## config.mk

```make
export PLATFORM = sky130hd
export DESIGN_NAME = display_write_text_encoder_top
export DESIGN_NICKNAME = d
export VERILOG_FILES = /design/src/design/dwte_pkg.sv /design/src/design/dwte_front.sv /design/src/design/dwte_msgq.sv /design/src/design/dwte_back.sv /design/src/design/display_write_text_encoder_top.sv
export VERILOG_INCLUDE_DIRS = /design/src /design/src/design
export SDC_FILE = /design/constraint.sdc
export NUM_CORES = 1
export LEC_CHECK = 0
export BUFFER_PORTS_ARGS = -buffer_cell sky130_fd_sc_hd__clkbuf_2
export CORE_MARGIN = 8
export CORE_UTILIZATION = 60
export CTS_BUF_LIST = sky130_fd_sc_hd__clkbuf_16
export DETAILED_ROUTE_END_ITERATION = 7
export PLACE_DENSITY = 0.82
export SLEW_MARGIN = 40
export SYNTH_ARGS = -nofsm -noshare
export SYNTH_HDL_FRONTEND = slang
export SYNTH_SLANG_ARGS = --single-unit
```

## constraint.sdc

```tcl
create_clock -name clk -period 3.9 [get_ports clk]
set_input_delay 0.195 -clock clk [delete_from_list [all_inputs] [get_ports clk]]
set_output_delay 0.195 -clock clk [all_outputs]
set_load 0.01 [all_outputs]
```

## src/design/assert_macros.svh

```systemverilog
// assertion macros shared by the encoder modules
`ifndef ASSERT_MACROS_SVH
`define ASSERT_MACROS_SVH

// property must hold at every clock edge outside reset
`define ASSERT_ALWAYS(label, clk, rst_n, prop) \
  label: assert property (@(posedge clk) disable iff (!rst_n) (prop)) \
    else $error("assertion failed");

// antecedent implies consequent at the next clock edge
`define ASSERT_NEXT(label, clk, rst_n, ante, cons) \
  label: assert property (@(posedge clk) disable iff (!rst_n) (ante) |=> (cons)) \
    else $error("assertion failed");

`endif

```

## src/design/dwte_pkg.sv

```systemverilog
// types and constants of the display write text encoder
`timescale 1ns / 1ps
package dwte_pkg;

  localparam int unsigned CFG_ADDR_W = 3;
  localparam int unsigned CFG_DATA_W = 32;

  localparam logic REG_DISPLAY_BASE = 1'b0;
  localparam logic REG_ROW_STRIDE   = 1'b1;

  localparam logic [15:0] DISPLAY_BASE_RST = 16'h4000;
  localparam logic [15:0] ROW_STRIDE_RST   = 16'h0020;

  localparam logic ACT_COMMAND = 1'b0;
  localparam logic ACT_DISPLAY = 1'b1;

  localparam logic [6:0] CH_BANG    = 7'h21;  // '!'
  localparam logic [6:0] CH_AMP     = 7'h26;  // '&'
  localparam logic [6:0] CH_EQ      = 7'h3D;  // '='
  localparam logic [6:0] CH_PCT     = 7'h25;  // '%'
  localparam logic [6:0] CH_DOLLAR  = 7'h24;  // '$'
  localparam logic [6:0] CH_NL      = 7'h0A;  // newline
  localparam logic [6:0] CH_ZERO    = 7'h30;  // '0'
  localparam logic [6:0] CH_LOWER_A = 7'h61;  // 'a'
  localparam logic [6:0] CH_UPPER_A = 7'h41;  // 'A'

  typedef enum logic [2:0] {
    MK_CMD,
    MK_BANG,
    MK_AMP,
    MK_EQ,
    MK_PCT,
    MK_DOLLAR
  } msg_kind_t;

  typedef struct packed {
    logic        action;
    logic [15:0] address;
    logic [15:0] word_value;
  } in_word_t;

  typedef struct packed {
    logic [6:0] char_out;
    logic       last_char;
  } out_word_t;

  // classified message handed from front to back
  typedef struct packed {
    msg_kind_t   kind;
    logic [15:0] off;
    logic [15:0] data;
  } msg_t;

endpackage

```

## src/design/dwte_front.sv

```systemverilog
// front end: classifies each word and keeps the delta-coding state
`timescale 1ns / 1ps
`include "assert_macros.svh"
module dwte_front (
  input  logic              clk,
  input  logic              rst_n,
  input  logic              accept,
  input  dwte_pkg::in_word_t in_word,
  input  logic [15:0]       display_base,
  input  logic [15:0]       row_stride,
  output dwte_pkg::msg_t    msg
);

  logic        first_r, first_nxt;
  logic [15:0] prev_data_r, prev_data_nxt;
  logic [15:0] prev_off_r, prev_off_nxt;

  logic [15:0] off;
  logic [16:0] next_off;
  logic [16:0] row_off;
  logic        is_next;
  logic        is_row;
  logic        disp_accept;

  assign off      = in_word.address - display_base;
  assign next_off = {1'b0, prev_off_r} + 17'd1;
  assign row_off  = {1'b0, prev_off_r} + {1'b0, row_stride};
  assign is_next  = ({1'b0, off} == next_off);
  assign is_row   = ({1'b0, off} == row_off);
  assign disp_accept = accept && (in_word.action == dwte_pkg::ACT_DISPLAY);

  always_comb begin
    msg.off       = off;
    msg.data      = in_word.word_value;
    msg.kind      = dwte_pkg::MK_BANG;
    first_nxt     = first_r;
    prev_data_nxt = prev_data_r;
    prev_off_nxt  = prev_off_r;
    if (in_word.action == dwte_pkg::ACT_COMMAND) begin
      msg.kind = dwte_pkg::MK_CMD;
    end else begin
      if (first_r || off == 16'd0) begin
        msg.kind = dwte_pkg::MK_BANG;
      end else if (in_word.word_value == prev_data_r) begin
        if (is_next) msg.kind = dwte_pkg::MK_AMP;
        else if (is_row) msg.kind = dwte_pkg::MK_EQ;
        else msg.kind = dwte_pkg::MK_PCT;
      end else if (is_next) begin
        msg.kind = dwte_pkg::MK_DOLLAR;
      end else begin
        msg.kind = dwte_pkg::MK_BANG;
      end
      if (accept) begin
        first_nxt    = 1'b0;
        prev_off_nxt = off;
        if (msg.kind == dwte_pkg::MK_BANG || msg.kind == dwte_pkg::MK_DOLLAR) begin
          prev_data_nxt = in_word.word_value;
        end
      end
    end
  end

  always_ff @(posedge clk) begin
    if (!rst_n) begin
      first_r     <= 1'b1;
      prev_data_r <= 16'd0;
      prev_off_r  <= 16'd0;
    end else begin
      first_r     <= first_nxt;
      prev_data_r <= prev_data_nxt;
      prev_off_r  <= prev_off_nxt;
    end
  end

  // a display write always leaves the first-write flag clear
  `ASSERT_NEXT(a_first_clears, clk, rst_n, disp_accept, !first_r)

endmodule

```

## src/design/dwte_msgq.sv

```systemverilog
// short message queue between front and back
`timescale 1ns / 1ps
`include "assert_macros.svh"
module dwte_msgq #(
  parameter int unsigned DEPTH = 2
) (
  input  logic           clk,
  input  logic           rst_n,
  input  logic           push,
  input  dwte_pkg::msg_t push_msg,
  output logic           full,
  input  logic           pop,
  output dwte_pkg::msg_t head_msg,
  output logic           empty
);

  localparam int unsigned PTR_W = (DEPTH > 1) ? $clog2(DEPTH) : 1;
  localparam int unsigned CNT_W = $clog2(DEPTH + 1);
  localparam logic [PTR_W-1:0] LAST_PTR = PTR_W'(DEPTH - 1);
  localparam logic [CNT_W-1:0] DEPTH_CNT = CNT_W'(DEPTH);

  dwte_pkg::msg_t slot_r [DEPTH];
  logic [PTR_W-1:0] wr_ptr_r, rd_ptr_r;
  logic [CNT_W-1:0] count_r;
  logic do_push, do_pop;

  assign full     = (count_r == DEPTH_CNT);
  assign empty    = (count_r == '0);
  assign do_push  = push && !full;
  assign do_pop   = pop && !empty;
  assign head_msg = slot_r[rd_ptr_r];

  always_ff @(posedge clk) begin
    if (do_push) slot_r[wr_ptr_r] <= push_msg;
  end

  always_ff @(posedge clk) begin
    if (!rst_n) begin
      wr_ptr_r <= '0;
      rd_ptr_r <= '0;
      count_r  <= '0;
    end else begin
      if (do_push) wr_ptr_r <= (wr_ptr_r == LAST_PTR) ? '0 : wr_ptr_r + 1'b1;
      if (do_pop)  rd_ptr_r <= (rd_ptr_r == LAST_PTR) ? '0 : rd_ptr_r + 1'b1;
      if (do_push && !do_pop) count_r <= count_r + 1'b1;
      else if (do_pop && !do_push) count_r <= count_r - 1'b1;
    end
  end

  `ASSERT_ALWAYS(a_count_bound, clk, rst_n, count_r <= DEPTH_CNT)
  `ASSERT_NEXT(a_full_holds, clk, rst_n, full && !pop, full)

endmodule

```

## src/design/dwte_back.sv

```systemverilog
// back end: spells each message one character per cycle, unless held
`timescale 1ns / 1ps
`include "assert_macros.svh"
module dwte_back (
  input  logic                clk,
  input  logic                rst_n,
  input  dwte_pkg::msg_t      head_msg,
  input  logic                q_empty,
  output logic                q_pop,
  output dwte_pkg::out_word_t out_word,
  output logic                empty,
  input  logic                pop
);

  logic           busy_r, busy_nxt;
  dwte_pkg::msg_t cur_r, cur_nxt;
  logic [3:0]     pos_r, pos_nxt;
  logic           ovalid_r, ovalid_nxt;
  dwte_pkg::out_word_t oword_r, oword_nxt;

  logic       advance;
  logic [6:0] ch;
  logic       is_last;
  logic       use_hex;
  logic       lower;
  logic [15:0] hex_src;
  logic [1:0] nib_idx;
  logic [3:0] nib;
  logic       short_msg;

  assign empty    = !ovalid_r;
  assign out_word = oword_r;
  assign advance  = busy_r && (!ovalid_r || pop);
  assign short_msg = (cur_r.kind == dwte_pkg::MK_AMP) || (cur_r.kind == dwte_pkg::MK_EQ);

  // character at the current position of the current message
  always_comb begin
    ch      = dwte_pkg::CH_NL;
    is_last = 1'b0;
    use_hex = 1'b0;
    lower   = 1'b0;
    hex_src = cur_r.data;
    nib_idx = 2'(4'd4 - pos_r);
    unique case (cur_r.kind) inside
      dwte_pkg::MK_CMD: begin
        lower   = 1'b1;
        nib_idx = 2'(4'd3 - pos_r);
        if (pos_r < 4'd4) use_hex = 1'b1;
        else is_last = 1'b1;
      end
      dwte_pkg::MK_BANG: begin
        if (pos_r == 4'd0) ch = dwte_pkg::CH_BANG;
        else if (pos_r < 4'd5) begin
          use_hex = 1'b1;
          hex_src = cur_r.off;
        end else if (pos_r < 4'd9) begin
          use_hex = 1'b1;
          nib_idx = 2'(4'd8 - pos_r);
        end else is_last = 1'b1;
      end
      dwte_pkg::MK_AMP, dwte_pkg::MK_EQ: begin
        if (pos_r == 4'd0) begin
          ch = (cur_r.kind == dwte_pkg::MK_AMP) ? dwte_pkg::CH_AMP : dwte_pkg::CH_EQ;
        end else is_last = 1'b1;
      end
      dwte_pkg::MK_PCT, dwte_pkg::MK_DOLLAR: begin
        if (cur_r.kind == dwte_pkg::MK_PCT) hex_src = cur_r.off;
        if (pos_r == 4'd0) begin
          ch = (cur_r.kind == dwte_pkg::MK_PCT) ? dwte_pkg::CH_PCT : dwte_pkg::CH_DOLLAR;
        end else if (pos_r < 4'd5) use_hex = 1'b1;
        else is_last = 1'b1;
      end
      default: is_last = 1'b1;
    endcase
    nib = hex_src[{nib_idx, 2'b00} +: 4];
    if (use_hex) begin
      if (nib <= 4'd9) ch = dwte_pkg::CH_ZERO + {3'd0, nib};
      else ch = {3'd0, nib} - 7'd10 + (lower ? dwte_pkg::CH_LOWER_A : dwte_pkg::CH_UPPER_A);
    end
  end

  always_comb begin
    busy_nxt   = busy_r;
    cur_nxt    = cur_r;
    pos_nxt    = pos_r;
    ovalid_nxt = ovalid_r && !pop;
    oword_nxt  = oword_r;
    q_pop      = 1'b0;
    if (advance) begin
      ovalid_nxt          = 1'b1;
      oword_nxt.char_out  = ch;
      oword_nxt.last_char = is_last;
      pos_nxt             = pos_r + 4'd1;
      if (is_last) busy_nxt = 1'b0;
    end
    // take the next message as soon as the current one is spelled out
    if ((!busy_r || (advance && is_last)) && !q_empty) begin
      q_pop    = 1'b1;
      busy_nxt = 1'b1;
      cur_nxt  = head_msg;
      pos_nxt  = 4'd0;
    end
  end

  always_ff @(posedge clk) begin
    if (!rst_n) begin
      busy_r   <= 1'b0;
      ovalid_r <= 1'b0;
      pos_r    <= 4'd0;
    end else begin
      busy_r   <= busy_nxt;
      ovalid_r <= ovalid_nxt;
      pos_r    <= pos_nxt;
    end
  end

  always_ff @(posedge clk) begin
    cur_r   <= cur_nxt;
    oword_r <= oword_nxt;
  end

  `ASSERT_ALWAYS(a_pos_bound, clk, rst_n, !busy_r || pos_r <= 4'd9)
  `ASSERT_ALWAYS(a_short_pos, clk, rst_n, !busy_r || !short_msg || pos_r <= 4'd1)

endmodule

```

## src/design/display_write_text_encoder_top.sv

```systemverilog
// top level of the display write text encoder
//
//   channel   direction  handshake               payload
//   input     in         push / full             in_word  (action, address, word_value)
//   result    out        empty / pop             out_word (char_out, last_char)
//   config    in/out     psel penable pwrite     paddr, pwdata, prdata, pready
//
// an accepted word is classified in the cycle it arrives and queued as a message
// the back end spells a message at one character per cycle while results are popped;
// a message is 2 to 10 characters long (command 5, '&' or '=' 2, '%' or '$' 6, '!' 10)
// input stalls only while the message queue is full; a held result can fill it
// reset is synchronous, active low; no clearing pass, block is ready the cycle after
`timescale 1ns / 1ps
module display_write_text_encoder_top #(
  parameter int unsigned QDEPTH = 2
) (
  input  logic                                 clk,
  input  logic                                 rst_n,
  // input words
  input  logic                                 push,
  output logic                                 full,
  input  dwte_pkg::in_word_t                   in_word,
  // result words
  output logic                                 empty,
  input  logic                                 pop,
  output dwte_pkg::out_word_t                  out_word,
  // configuration
  input  logic                                 psel,
  input  logic                                 penable,
  input  logic                                 pwrite,
  input  logic [dwte_pkg::CFG_ADDR_W-1:0]      paddr,
  input  logic [dwte_pkg::CFG_DATA_W-1:0]      pwdata,
  output logic [dwte_pkg::CFG_DATA_W-1:0]      prdata,
  output logic                                 pready
);

  logic [15:0] base_r;
  logic [15:0] stride_r;
  logic        cfg_wr;

  logic           in_accept;
  dwte_pkg::msg_t front_msg;
  dwte_pkg::msg_t head_msg;
  logic           q_empty;
  logic           q_pop;

  // configuration registers, word address in paddr[2]
  assign pready = 1'b1;
  assign cfg_wr = psel && penable && pwrite;

  always_ff @(posedge clk) begin
    if (!rst_n) begin
      base_r   <= dwte_pkg::DISPLAY_BASE_RST;
      stride_r <= dwte_pkg::ROW_STRIDE_RST;
    end else if (cfg_wr) begin
      unique case (paddr[2])
        dwte_pkg::REG_DISPLAY_BASE: base_r   <= pwdata[15:0];
        dwte_pkg::REG_ROW_STRIDE:   stride_r <= pwdata[15:0];
        default: ;
      endcase
    end
  end

  always_comb begin
    unique case (paddr[2])
      dwte_pkg::REG_DISPLAY_BASE: prdata = {16'd0, base_r};
      dwte_pkg::REG_ROW_STRIDE:   prdata = {16'd0, stride_r};
      default:                    prdata = '0;
    endcase
  end

  // a word is taken whenever the queue has room
  assign in_accept = push && !full;

  dwte_front u_front (
    .clk          (clk),
    .rst_n        (rst_n),
    .accept       (in_accept),
    .in_word      (in_word),
    .display_base (base_r),
    .row_stride   (stride_r),
    .msg          (front_msg)
  );

  // decouples classification from character output
  dwte_msgq #(
    .DEPTH (QDEPTH)
  ) u_msgq (
    .clk      (clk),
    .rst_n    (rst_n),
    .push     (push),
    .push_msg (front_msg),
    .full     (full),
    .pop      (q_pop),
    .head_msg (head_msg),
    .empty    (q_empty)
  );

  // serializer with its own output register
  dwte_back u_back (
    .clk      (clk),
    .rst_n    (rst_n),
    .head_msg (head_msg),
    .q_empty  (q_empty),
    .q_pop    (q_pop),
    .out_word (out_word),
    .empty    (empty),
    .pop      (pop)
  );

endmodule

```

==> results of run 1 <==
[worst max-delay path by stage]
stage | depth (start not counted) | to
after CTS | 11 | u_front.prev_data_r[15]$_SDFFE_PN0P_
after detailed placement | 13 | u_msgq.slot_r[1][32]$_DFFE_PP_
after global placement | 13 | u_msgq.slot_r[0][33]$_DFFE_PP_
after global routing | 11 | u_msgq.slot_r[0][33]$_DFFE_PP_
final | 11 | u_msgq.slot_r[1][32]$_DFFE_PP_
after floorplan | 12 | u_front.prev_data_r[10]$_SDFFE_PN0P_
[flip-flops by register name, summed over array words and instances (netlist names)]
register / flops
u_msgq.slot_r: 70
u_back.cur_r: 35
base_r: 16
stride_r: 16
u_front.prev_data_r: 16
u_front.prev_off_r: 16
u_back.out_word: 8
u_back.pos_r: 4
u_msgq.count_r: 2
u_back.busy_r: 1
u_back.ovalid_r: 1
u_front.first_r: 1
u_msgq.rd_ptr_r: 1
u_msgq.wr_ptr_r: 1
[synth_stat cells, types with 4 or more instances]
cell and count:
nor2b_1 6, o211a_1 8, a31oi_1 6, edfxtp_1 113, xnor2_1 43, a21oi_1 32, mux2_2 37, inv_1 51
or2_2 5, xnor3_1 5, nor4_1 13, a2bb2oi_1 4, dfxtp_1 75, clkbuf_1 28, nand2b_1 13, xor2_1 33
o211ai_1 5, a21o_1 12, a21boi_0 41, o31ai_1 5, and2_1 7, o21ai_0 46, nand4_1 9, a211oi_1 6
o221ai_1 8, buf_2 5, mux2i_1 23, and3_1 10, nor3b_1 7, nand2_1 167, nor2_1 46, nand3_1 20
o21a_1 9, o22ai_1 8, buf_4 17, nor3_1 9, ha_1 46, or3_1 7
[area by class of cell]
cell class / count / area share
Sequential cell: 188 / 0.3965
Tap cell: 229 / 0.02321
Timing Repair Buffer: 127 / 0.07014
Inverter: 52 / 0.01581
Multi-Input combinational cell: 779 / 0.4472
Clock buffer: 17 / 0.03446
Clock inverter: 14 / 0.01267
[through the flow]
stage	util	worst slack, ns	instance area (um^2)
after floorplan	-	0.6846	10870
after global placement	0.6379	0.3325	11380
after detailed placement	0.6414	0.2123	11440
after CTS	0.6909	0.1975	12330
after global routing	0.6919	0.009414	12340
final	0.6919	0.1753	12340
[what timing repair did]
action	4_1_cts	5_1_grt
endpoints found under the hold margin	55	0
gates resized for setup	0	1
hold buffers	30	0
setup endpoints to repair	0	2
[logic make-up after synthesis]
family	share of synthesized area
DFF	0.4527
and+or+nand+nor	0.1509
adders and majority gates	0.05694
xor gates and xnor gates	0.08089
buffers and inverters	0.04479
muxes	0.06608
AOI/OAI and AO/OA	0.1470
other	0.0006946
[where the power goes]
group          switching, W  internal (W)  total, W
clock              0.000815      0.000904   0.00172
sequential         0.000188       0.00263   0.00282
combinational       0.00152       0.00117   0.00270
[critical path: stages (launching register included)]
cell	delay, ns
dfxtp_1	0.34
ha_1	0.20
fa_1	0.39
nand2b_2	0.22
a211oi_2	0.29
nor2_1	0.12
xnor2_1	0.56
xnor2_1	0.17
nor4_1	0.33
or3b_1	0.43
o31ai_1	0.23
o22ai_1	0.16
[layer usage]
layer | share of wire | GRT usage | vias up
met2 | 0.50 | 0.3899 | 305
met1 | 0.41 | 0.2554 | 3862
met5 | 0 | 0 | -
met3 | 0.062 | 0.04839 | 63
li1 | - | - | 3988
met4 | 0.036 | 0.1164 | 0
==> out/results.txt, run 1 <==
status: completed
row count: 49
largest net degree at the start of global routing: 58
kind of end point of the critical path: flop
Remaining DRCs: 0
final WL: 24.74 mm
fill cell count: 1207
Core Region: 17840 um^2
Post-DP HPWL: 17.48 mm
multi-input logic area: 5520 um^2
Pwr Total: 0.007233 W
RR Startpoint: base_r[0]$_SDFFE_PN0P_
I/O Buffers: 82
max_slew headroom: 0.4921
first-iteration detailed-routing DRC count: 578
vias post-DR: 8218
post-CTS setup buffers: 0
WHS Path Cells: 1
Antenna Nets Post-Route: 0
Clock Sinks: 188
chip width: 150.2 um
clock-pin slew on the worst setup and hold paths: 0.07 ns
CTS buffer count: 17
Synth-to-Final Area Change: 14.18%
worst hold slack: 0.02947 ns
path depth of the worst reg2reg path: 11
die area: 22570 um^2
fin crit share: 0.9551
post-route insts no fill: 1406
number of synthesized flops with an enable pin: 113
Crit Path Category: flop to flop
Inserted Diodes: 0
Reg2Reg Setup Slack: 0.18 ns
fmax: 0.2685 GHz
ranking of synthesized cells by area: edfxtp_1 31%, dfxtp_1 14%, nand2_1 5.8%, ha_1 5.3%, mux2_2 3.9%
WP data arrival: 3.88 ns
Critical Path Start Type: flop
worst hold path type: input port to flop
worst hold path endpoint: u_msgq.slot_r[1][9]$_DFFE_PP_
worst slew pin tran: 0.7596 ns
Final min period: 3.725 ns
clock skew: 0.01501 ns
clock tree buffer depth: 2
Pre-antenna DRT Iters: 5
cell leakage power: 4.865 nW
first-pass GRT wire length: 39.94 mm
routability congestion estimate: 0.9171
RSZ-0062 raised after global routing: false
commonest cells after routing, fill and taps aside: 167 x nand2_1, 113 x edfxtp_1, 81 x clkbuf_2
Initial Util: 0.6060
worst vdd ir: 0.0004303 V
most common cell after layout, fill and taps aside: nand2_1
Synth Instances: 1058
share of cells above drive strength 1: 0.1648
min-delay src: in_word[9]
PD cells: 585.9 nW/um^2
critical path startpoint: base_r[0]$_SDFFE_PN0P_
Yosys top cell area share: 0.3139
Routed wire per std cell: 17.60 um
H-tree levels: 4
Total Routing Usage GR: 0.2242
Skew-Pair Late Insertion Delay: 0.45 ns
prevailing post-synth register cell: edfxtp_1
asr flop ratio synth: 0
Crit Path Max Fanout: 6
Worst EP required: 4.06 ns
Final Net Count: 1288
register area: 4895 um^2
Final setup viols: 0
#FFs+latches synth: 188
root buf cell: clkbuf_16
Netlist Area Pre-Place: 10810 um^2
synth unique cells: 83
post-synthesis sequential area ratio: 0.4527
largest area contributor in the netlist: edfxtp_1
total of max-cap violations: 0
overall die height: 150.2 um
vias in the first global route: 8196
syn_area_per_cell: 10.22 um^2
Synth warnings: 0
initial antenna violation count: 0
GRT Residual Overflow: 0
TNS Setup: 0 ns
IO Count: 118
placed cell count: 1345
TritonCTS clock tree: built
vias per cell: 5.845
Hold Fails Final Rpt: 0
Slew Viols, Final: 0
worst r2r dst: u_msgq.slot_r[1][32]$_DFFE_PP_
Power figures use the tool's default switching activity.
==> run 2: changes to the inputs <==
--- a/config.mk
+++ b/config.mk
@@ -6,6 +6,7 @@
 export SDC_FILE = /design/constraint.sdc
 export NUM_CORES = 1
 export LEC_CHECK = 0
+export ABC_AREA = 1
 export BUFFER_PORTS_ARGS = -buffer_cell sky130_fd_sc_hd__clkbuf_2
 export CORE_MARGIN = 8
 export CORE_UTILIZATION = 60
==> out/results.txt, run 2 <==
asr flop ratio synth: 0 (unchanged)
RSZ-0062 raised after global routing: false
slowest CP cell: edfxtp_1
Commonest cells post-synth: 524 x nand2_1, 220 x inv_1, 160 x nor2_1
clock skew: 0.01184 ns (-0.003178 ns)
share of cells above drive strength 1: 0.09320 (-0.07163)
Post-DP HPWL: 22.31 mm (+28%)
H-tree levels: 4 (unchanged)
Worst EP required: 4.08 ns (+0.02 ns)
Netlist Area Pre-Place: 11460 um^2 (+6.0%)
fin crit share: 0.7934 (-0.1617)
largest area contributor in the netlist: edfxtp_1
Synth Instances: 1597 (+51%)
vias in the first global route: 9834 (+20%)
most common cell after layout, fill and taps aside: nand2_1
Remaining DRCs: 0 (unchanged)
worst vdd ir: 0.0003352 V (-22%)
Hold Fails Final Rpt: 0 (unchanged)
max_slew headroom: 0.5471 (+0.05497)
Total Routing Usage GR: 0.2476 (+0.02345)
number of synthesized flops with an enable pin: 113 (unchanged)
worst hold slack: 0.01688 ns (-0.01259 ns)
# resized after CTS: 0 (unchanged)
largest registers: u_msgq.slot_r (70), u_back.cur_r (35)
post-synthesis sequential area ratio: 0.4271 (-0.02565)
Slew Viols, Final: 0 (unchanged)
TritonCTS clock tree: built
Largest register FFs: 70 (unchanged)
#FFs+latches synth: 188 (unchanged)
Antenna Nets Post-Route: 0 (unchanged)
synth unique cells: 39 (-53%)
initial antenna violation count: 0 (unchanged)
commonest cells after routing, fill and taps aside: 524 x nand2_1, 220 x inv_1, 158 x nor2_1
most frequent cell after synthesis: nand2_1
Top reg by flops: u_msgq.slot_r
crit-path max cell delay: 0.47 ns (-0.09 ns)
Crit path top cell by count: nand2_1
TNS Setup: 0 ns (unchanged)
Routed wire per std cell: 15.06 um (-14%)
vias post-DR: 10337 (+26%)
chip width: 154.2 um (+2.6%)
fmax: 0.3232 GHz (+20%)
Final min period: 3.094 ns (-0.6305 ns)
Skew-Pair Late Insertion Delay: 0.43 ns (-0.02 ns)
worst-path cell chain: nor2_4, nand2_4, inv_2, nand2_1, nand2_1, inv_1, nand2_1, nand3_1, nand3_1, nand2_1, ha_1, nand3b_1, nand2_1, xnor2_1, nand2_1, nand3_1, nand2_1
first-pass GRT wire length: 47.52 mm (+19%)
IO Count: 118 (unchanged)
Inserted Diodes: 0 (unchanged)
final WL: 29.22 mm (+18%)
syn_area_per_cell: 7.177 um^2 (-30%)
Synth warnings: 0 (unchanged)
Critical Path Start Type: flop
fill cell count: 1534 (+27%)
clock-pin slew on the worst setup and hold paths: 0.08 ns (about the same)
clock tree buffer depth: 2 (unchanged)
cell leakage power: 6.338 nW (+30%)
worst hold path type: input port to flop
PD cells: 598.5 nW/um^2 (+2.1%)
row count: 50 (+2.0%)
I/O Buffers: 82 (unchanged)
# hold bufs at CTS: 18 (-40%)
die area: 23780 um^2 (+5.4%)
Yosys top cell area share: 0.2961 (-0.01778)
kind of end point of the critical path: flop
CTS buffer count: 17 (unchanged)
GRT Residual Overflow: 0 (unchanged)
Final setup viols: 0 (unchanged)
status: completed
Synth-to-Final Area Change: 11.81%
vias per cell: 5.328 (-8.8%)
worst slew pin tran: 0.6787 ns (-0.08094 ns)
total of max-cap violations: 0 (unchanged)
Clock Sinks: 188 (unchanged)
Final Net Count: 1816 (+41%)
routability congestion estimate: 0.9762 (+6.4%)
Initial Util: 0.6127 (+0.006706)
first-iteration detailed-routing DRC count: 707 (+22%)
Crit Path Max Fanout: 12 (+6)
post-CTS setup buffers: 0 (unchanged)
Crit Path Category: flop to flop
overall die height: 154.2 um (+2.6%)
root buf cell: clkbuf_16
prevailing post-synth register cell: edfxtp_1
Pre-antenna DRT Iters: 5 (unchanged)
ranking of synthesized cells by area: edfxtp_1 30%, nand2_1 17%, dfxtp_1 13%, inv_1 7.2%, nand3_1 5.9%
largest net degree at the start of global routing: 59 (+1.7%)
Core Region: 18710 um^2 (+4.8%)
WP data arrival: 3.27 ns (-0.61 ns)
-- run 2: cell types whose count changed after synthesis, moves of 41 or more --
cell / change
nand2_1: +357
a21boi_0: -41
nor2_1: +114
o21ai_0: +42
inv_1: +169
nand3_1: +115
-- run 2: worst paths after layout --
path / startpoint / endpoint / slack, ns / cells after the start
max reg2reg: u_back.cur_r[33]$_DFFE_PP_ / u_back.out_word[4]$_DFFE_PP_ / 0.81 / 17
max: u_back.cur_r[33]$_DFFE_PP_ / u_back.out_word[4]$_DFFE_PP_ / 0.81 / 17
min: pwdata[15] / base_r[15]$_SDFFE_PN0P_ / 0.02 / 3
min reg2reg: u_back.busy_r$_SDFFE_PN0P_ / u_back.ovalid_r$_SDFF_PN0_ / 0.46 / 2
-- run 2: layout make-up --
| class | count | area, um^2 | area share |
|---|---|---|---|
| flip-flops and latches | 188 | 4895 | 0.3820 |
| clock buffers | 17 | 425.4 | 0.03320 |
| repair buffers | 108 | 658.1 | 0.05136 |
| well taps | 234 | 292.8 | 0.02285 |
| clock inverters | 15 | 173.9 | 0.01357 |
| multi-input cells | 1148 | 5504 | 0.4295 |
| inverters | 230 | 865.8 | 0.06756 |
-- run 2: worst max-delay path, delay by kind of cell, from the launching register on --
kind	cells	cell delay, ns
xor gates and xnor gates	1	0.15
adders and majority gates	1	0.22
buffers and inverters	2	0.35
DFF	1	0.47
and+or+nand+nor	13	1.65
-- run 2: through the flow --
stage	worst slack, ns	instance area [um^2]	std cells	total power (W)	utilization
after global placement	0.8865	12020	1889	0.005811	0.6426
after detailed placement	0.8531	12040	1890	0.005919	0.6434
after global routing	0.4841	12810	1940	0.008240	0.6851
after floorplan	1.393	11520	1612	0.005168	-
final	0.8058	12810	1940	0.007670	0.6851
after CTS	0.8136	12810	1940	0.007686	0.6851
-- run 2: metal layers --
metal / GRT usage / up-vias / routed length [um]
met5: 0 / - / 0
met4: 0.09426 / 0 / 752
met3: 0.03622 / 48 / 1683
met2: 0.4221 / 308 / 14010
met1: 0.3131 / 4707 / 12780
li1: - / 5274 / -
-- run 2: cell families after synthesis --
kind of cell | count (synthesis) | synth area share
other | 2 | 0.0006553
adder cells (fa/ha/maj) | 48 | 0.05371
buffers and inverters | 276 | 0.09847
AND/OR/NAND/NOR | 882 | 0.3198
AO/OA/AOI/OAI | 173 | 0.07893
XOR/XNOR | 28 | 0.02140
flip-flops | 188 | 0.4271
-- run 2: report_power, final --
| group | total (W) | switching, W | internal [W] | leakage, nW |
|---|---|---|---|---|
| clock | 0.00175 | 0.000830 | 0.000919 | 0.289 |
| combinational | 0.00301 | 0.00205 | 0.000960 | 4.37 |
| sequential | 0.00291 | 0.000198 | 0.00271 | 1.68 |
| total | 0.00767 | 0.00308 | 0.00459 | 6.34 |
==> run 3: changes to the inputs <==
==> constraint.sdc (replaced) <==
create_clock -name clk -period 3 [get_ports clk]
set_input_delay 0.15 -clock clk [delete_from_list [all_inputs] [get_ports clk]]
set_output_delay 0.15 -clock clk [all_outputs]
set_load 0.01 [all_outputs]
==> out/results.txt, run 3 (synthesized netlist as in run 2, its figures left out) <==
Inserted Diodes: 0 (unchanged)
Largest register FFs: 70 (unchanged)
worst vdd ir: 0.0004668 V (+39%)
worst slew pin tran: 0.7315 ns (+0.05284 ns)
min-delay src: penable
fin crit share: 0.9549 (+0.1616)
Top reg by flops: u_msgq.slot_r
Worst EP required: 3.20 ns (-0.88 ns)
initial antenna violation count: 0 (unchanged)
Crit path top cell by count: nand2_1
share of cells above drive strength 1: 0.1110 (+0.01785)
Core Region: 18710 um^2 (unchanged)
Synth-to-Final Area Change: 14.18%
final WL: 29.57 mm (+1.2%)
largest net degree at the start of global routing: 58 (-1.7%)
Crit Path Category: flop to flop
row count: 50 (unchanged)
Pre-antenna DRT Iters: 5 (unchanged)
buffers and inverters on the worst path: 2 (unchanged)
status: completed
root buf cell: clkbuf_16
commonest cells after routing, fill and taps aside: 516 x nand2_1, 219 x inv_1, 154 x nor2_1
critical path startpoint: base_r[0]$_SDFFE_PN0P_
routability congestion estimate: 1.005 (+2.9%)
RR Startpoint: base_r[0]$_SDFFE_PN0P_
fmax: 0.3491 GHz (+8.0%)
crit-path max cell delay: 0.62 ns (+0.15 ns)
Final min period: 2.865 ns (-0.2294 ns)
clock skew: 0.01811 ns (+0.006272 ns)
clock-pin slew on the worst setup and hold paths: 0.08 ns (about the same)
TritonCTS clock tree: built
Post-DP HPWL: 21.96 mm (-1.6%)
overall die height: 154.2 um (unchanged)
Initial Util: 0.6127 (unchanged)
most common cell after layout, fill and taps aside: nand2_1
vias in the first global route: 9647 (-1.9%)
vias post-DR: 10527 (+1.8%)
chip width: 154.2 um (unchanged)
CTS buffer count: 17 (unchanged)
Reg2Reg Setup Slack: 0.14 ns (-0.67 ns)
worst hold path type: input port to flop
vias per cell: 5.363 (+0.64%)
Final setup viols: 0 (unchanged)
total of max-cap violations: 0 (unchanged)
I/O Buffers: 82 (unchanged)
Hold Fails Final Rpt: 0 (unchanged)
dpl ws: 0.1224 ns (-0.7307 ns)
max_slew headroom: 0.5118 (-0.03527)
Slew Viols, Final: 0 (unchanged)
Critical Path Start Type: flop
kind of end point of the critical path: flop
final instance area: 13090 um^2 (+2.1%)
slowest CP cell: fa_2
GRT Residual Overflow: 0 (unchanged)
largest registers: u_msgq.slot_r (70), u_back.cur_r (35)
Finished Core Util: 0.6996 (+0.01451)
Remaining DRCs: 0 (unchanged)
Total Routing Usage GR: 0.2437 (-0.003939)
delay-heaviest family, CP: simple AND/OR/NAND/NOR gates
Routed wire per std cell: 15.06 um (about the same)
cell leakage power: 6.427 nW (+1.4%)
Clock Sinks: 188 (unchanged)
Crit Path Max Fanout: 4 (-8)
PD cells: 764.4 nW/um^2 (+28%)
die area: 23780 um^2 (unchanged)
first-iteration detailed-routing DRC count: 744 (+5.2%)
Antenna Nets Post-Route: 0 (unchanged)
first-pass GRT wire length: 46.58 mm (-2.0%)
clock tree buffer depth: 2 (unchanged)
Placed Area: 12080 um^2 (+0.37%)
Final Net Count: 1839 (+1.3%)
IO Count: 118 (unchanged)
H-tree levels: 4 (unchanged)
fill cell count: 1528 (-0.39%)
PnR worst setup slack: 0.1352 ns (-0.6706 ns)
worst-path cell chain: ha_2, fa_2, buf_4, xor2_1, nand3_1, nor2_1, nand3_1, nor2_2, nand2_1, nor2_1, nand2_1, nor2_1, nand3_1, nand2_1, nand2_1, nand2_1, inv_1
WP data arrival: 3.06 ns (-0.21 ns)
Skew-Pair Late Insertion Delay: 0.44 ns (about the same)
==> run 3: cell count changes in the layout (fill, tap and decap cells not counted), sizes merged <==
cell | before | now
clkinv | 7 | 9
dlygate4sd3 | 18 | 33
buf | 8 | 16
bufinv | 1 | 0
inv | 235 | 234
==> run 3: power by group <==
| part | switching (W) | internal (W) |
|---|---|---|
| logic | 0.00270 | 0.00131 |
| clock network | 0.00111 | 0.00111 |
| registers | 0.000259 | 0.00353 |
| total | 0.00406 | 0.00594 |
==> run 3: area by class of cell <==
| class | count | area, um^2 | area share |
|---|---|---|---|
| Multi-Input combinational cell | 1148 | 5585 | 0.4268 |
| Timing Repair Buffer | 131 | 860.8 | 0.06578 |
| Sequential cell | 188 | 4898 | 0.3743 |
| Clock buffer | 17 | 425.4 | 0.03251 |
| Inverter | 230 | 868.3 | 0.06635 |
| Clock inverter | 15 | 155.1 | 0.01186 |
| Tap cell | 234 | 292.8 | 0.02237 |
==> run 3: final timing paths <==
path / endpoint / depth (start not counted)
worst max-delay path: u_msgq.slot_r[0][34]$_DFFE_PP_ / 17
worst min-delay path: base_r[2]$_SDFFE_PN0P_ / 5
worst max register to register: u_msgq.slot_r[0][34]$_DFFE_PP_ / 17
worst min register to register: u_back.ovalid_r$_SDFF_PN0_ / 2
==> run 3: worst min-delay path: cells and delay by family <==
family	cells	cell delay, ns
simple gates	2	0.13
buf+inv	2	0.21
compound gates	1	0.08
==> run 3: layer usage <==
| layer | track usage | vias to the layer above | share of wire |
|---|---|---|---|
| li1 | - | 5309 | - |
| met1 | 0.3041 | 4749 | 0.42 |
| met2 | 0.4252 | 412 | 0.49 |
| met3 | 0.04068 | 57 | 0.065 |
| met4 | 0.07373 | 0 | 0.021 |
| met5 | 0 | - | 0 |
==> run 3: repair_timing <==
| action | in CTS | in global routing |
|---|---|---|
| endpoints found under the setup margin | 0 | 29 |
| resized for setup | 0 | 30 |
| hold buffers | 33 | 0 |
| setup buffers | 0 | 1 |
| endpoints found under the hold margin | 53 | 0 |
==> run 3: stage by stage <==
step	total power [W]	hold slack (ns)	setup TNS (ns)	instances
2_1_floorplan	0.006719	0.2489	0	1612
3_3_place_gp	0.007558	0.3862	0	1897
3_5_place_dp	0.007701	0.3906	0	1897
4_1_cts	0.009936	0.1611	0	1962
5_1_grt	0.01073	0.1698	-0.05474	1963
6_report	0.01000	0.1624	0	1963
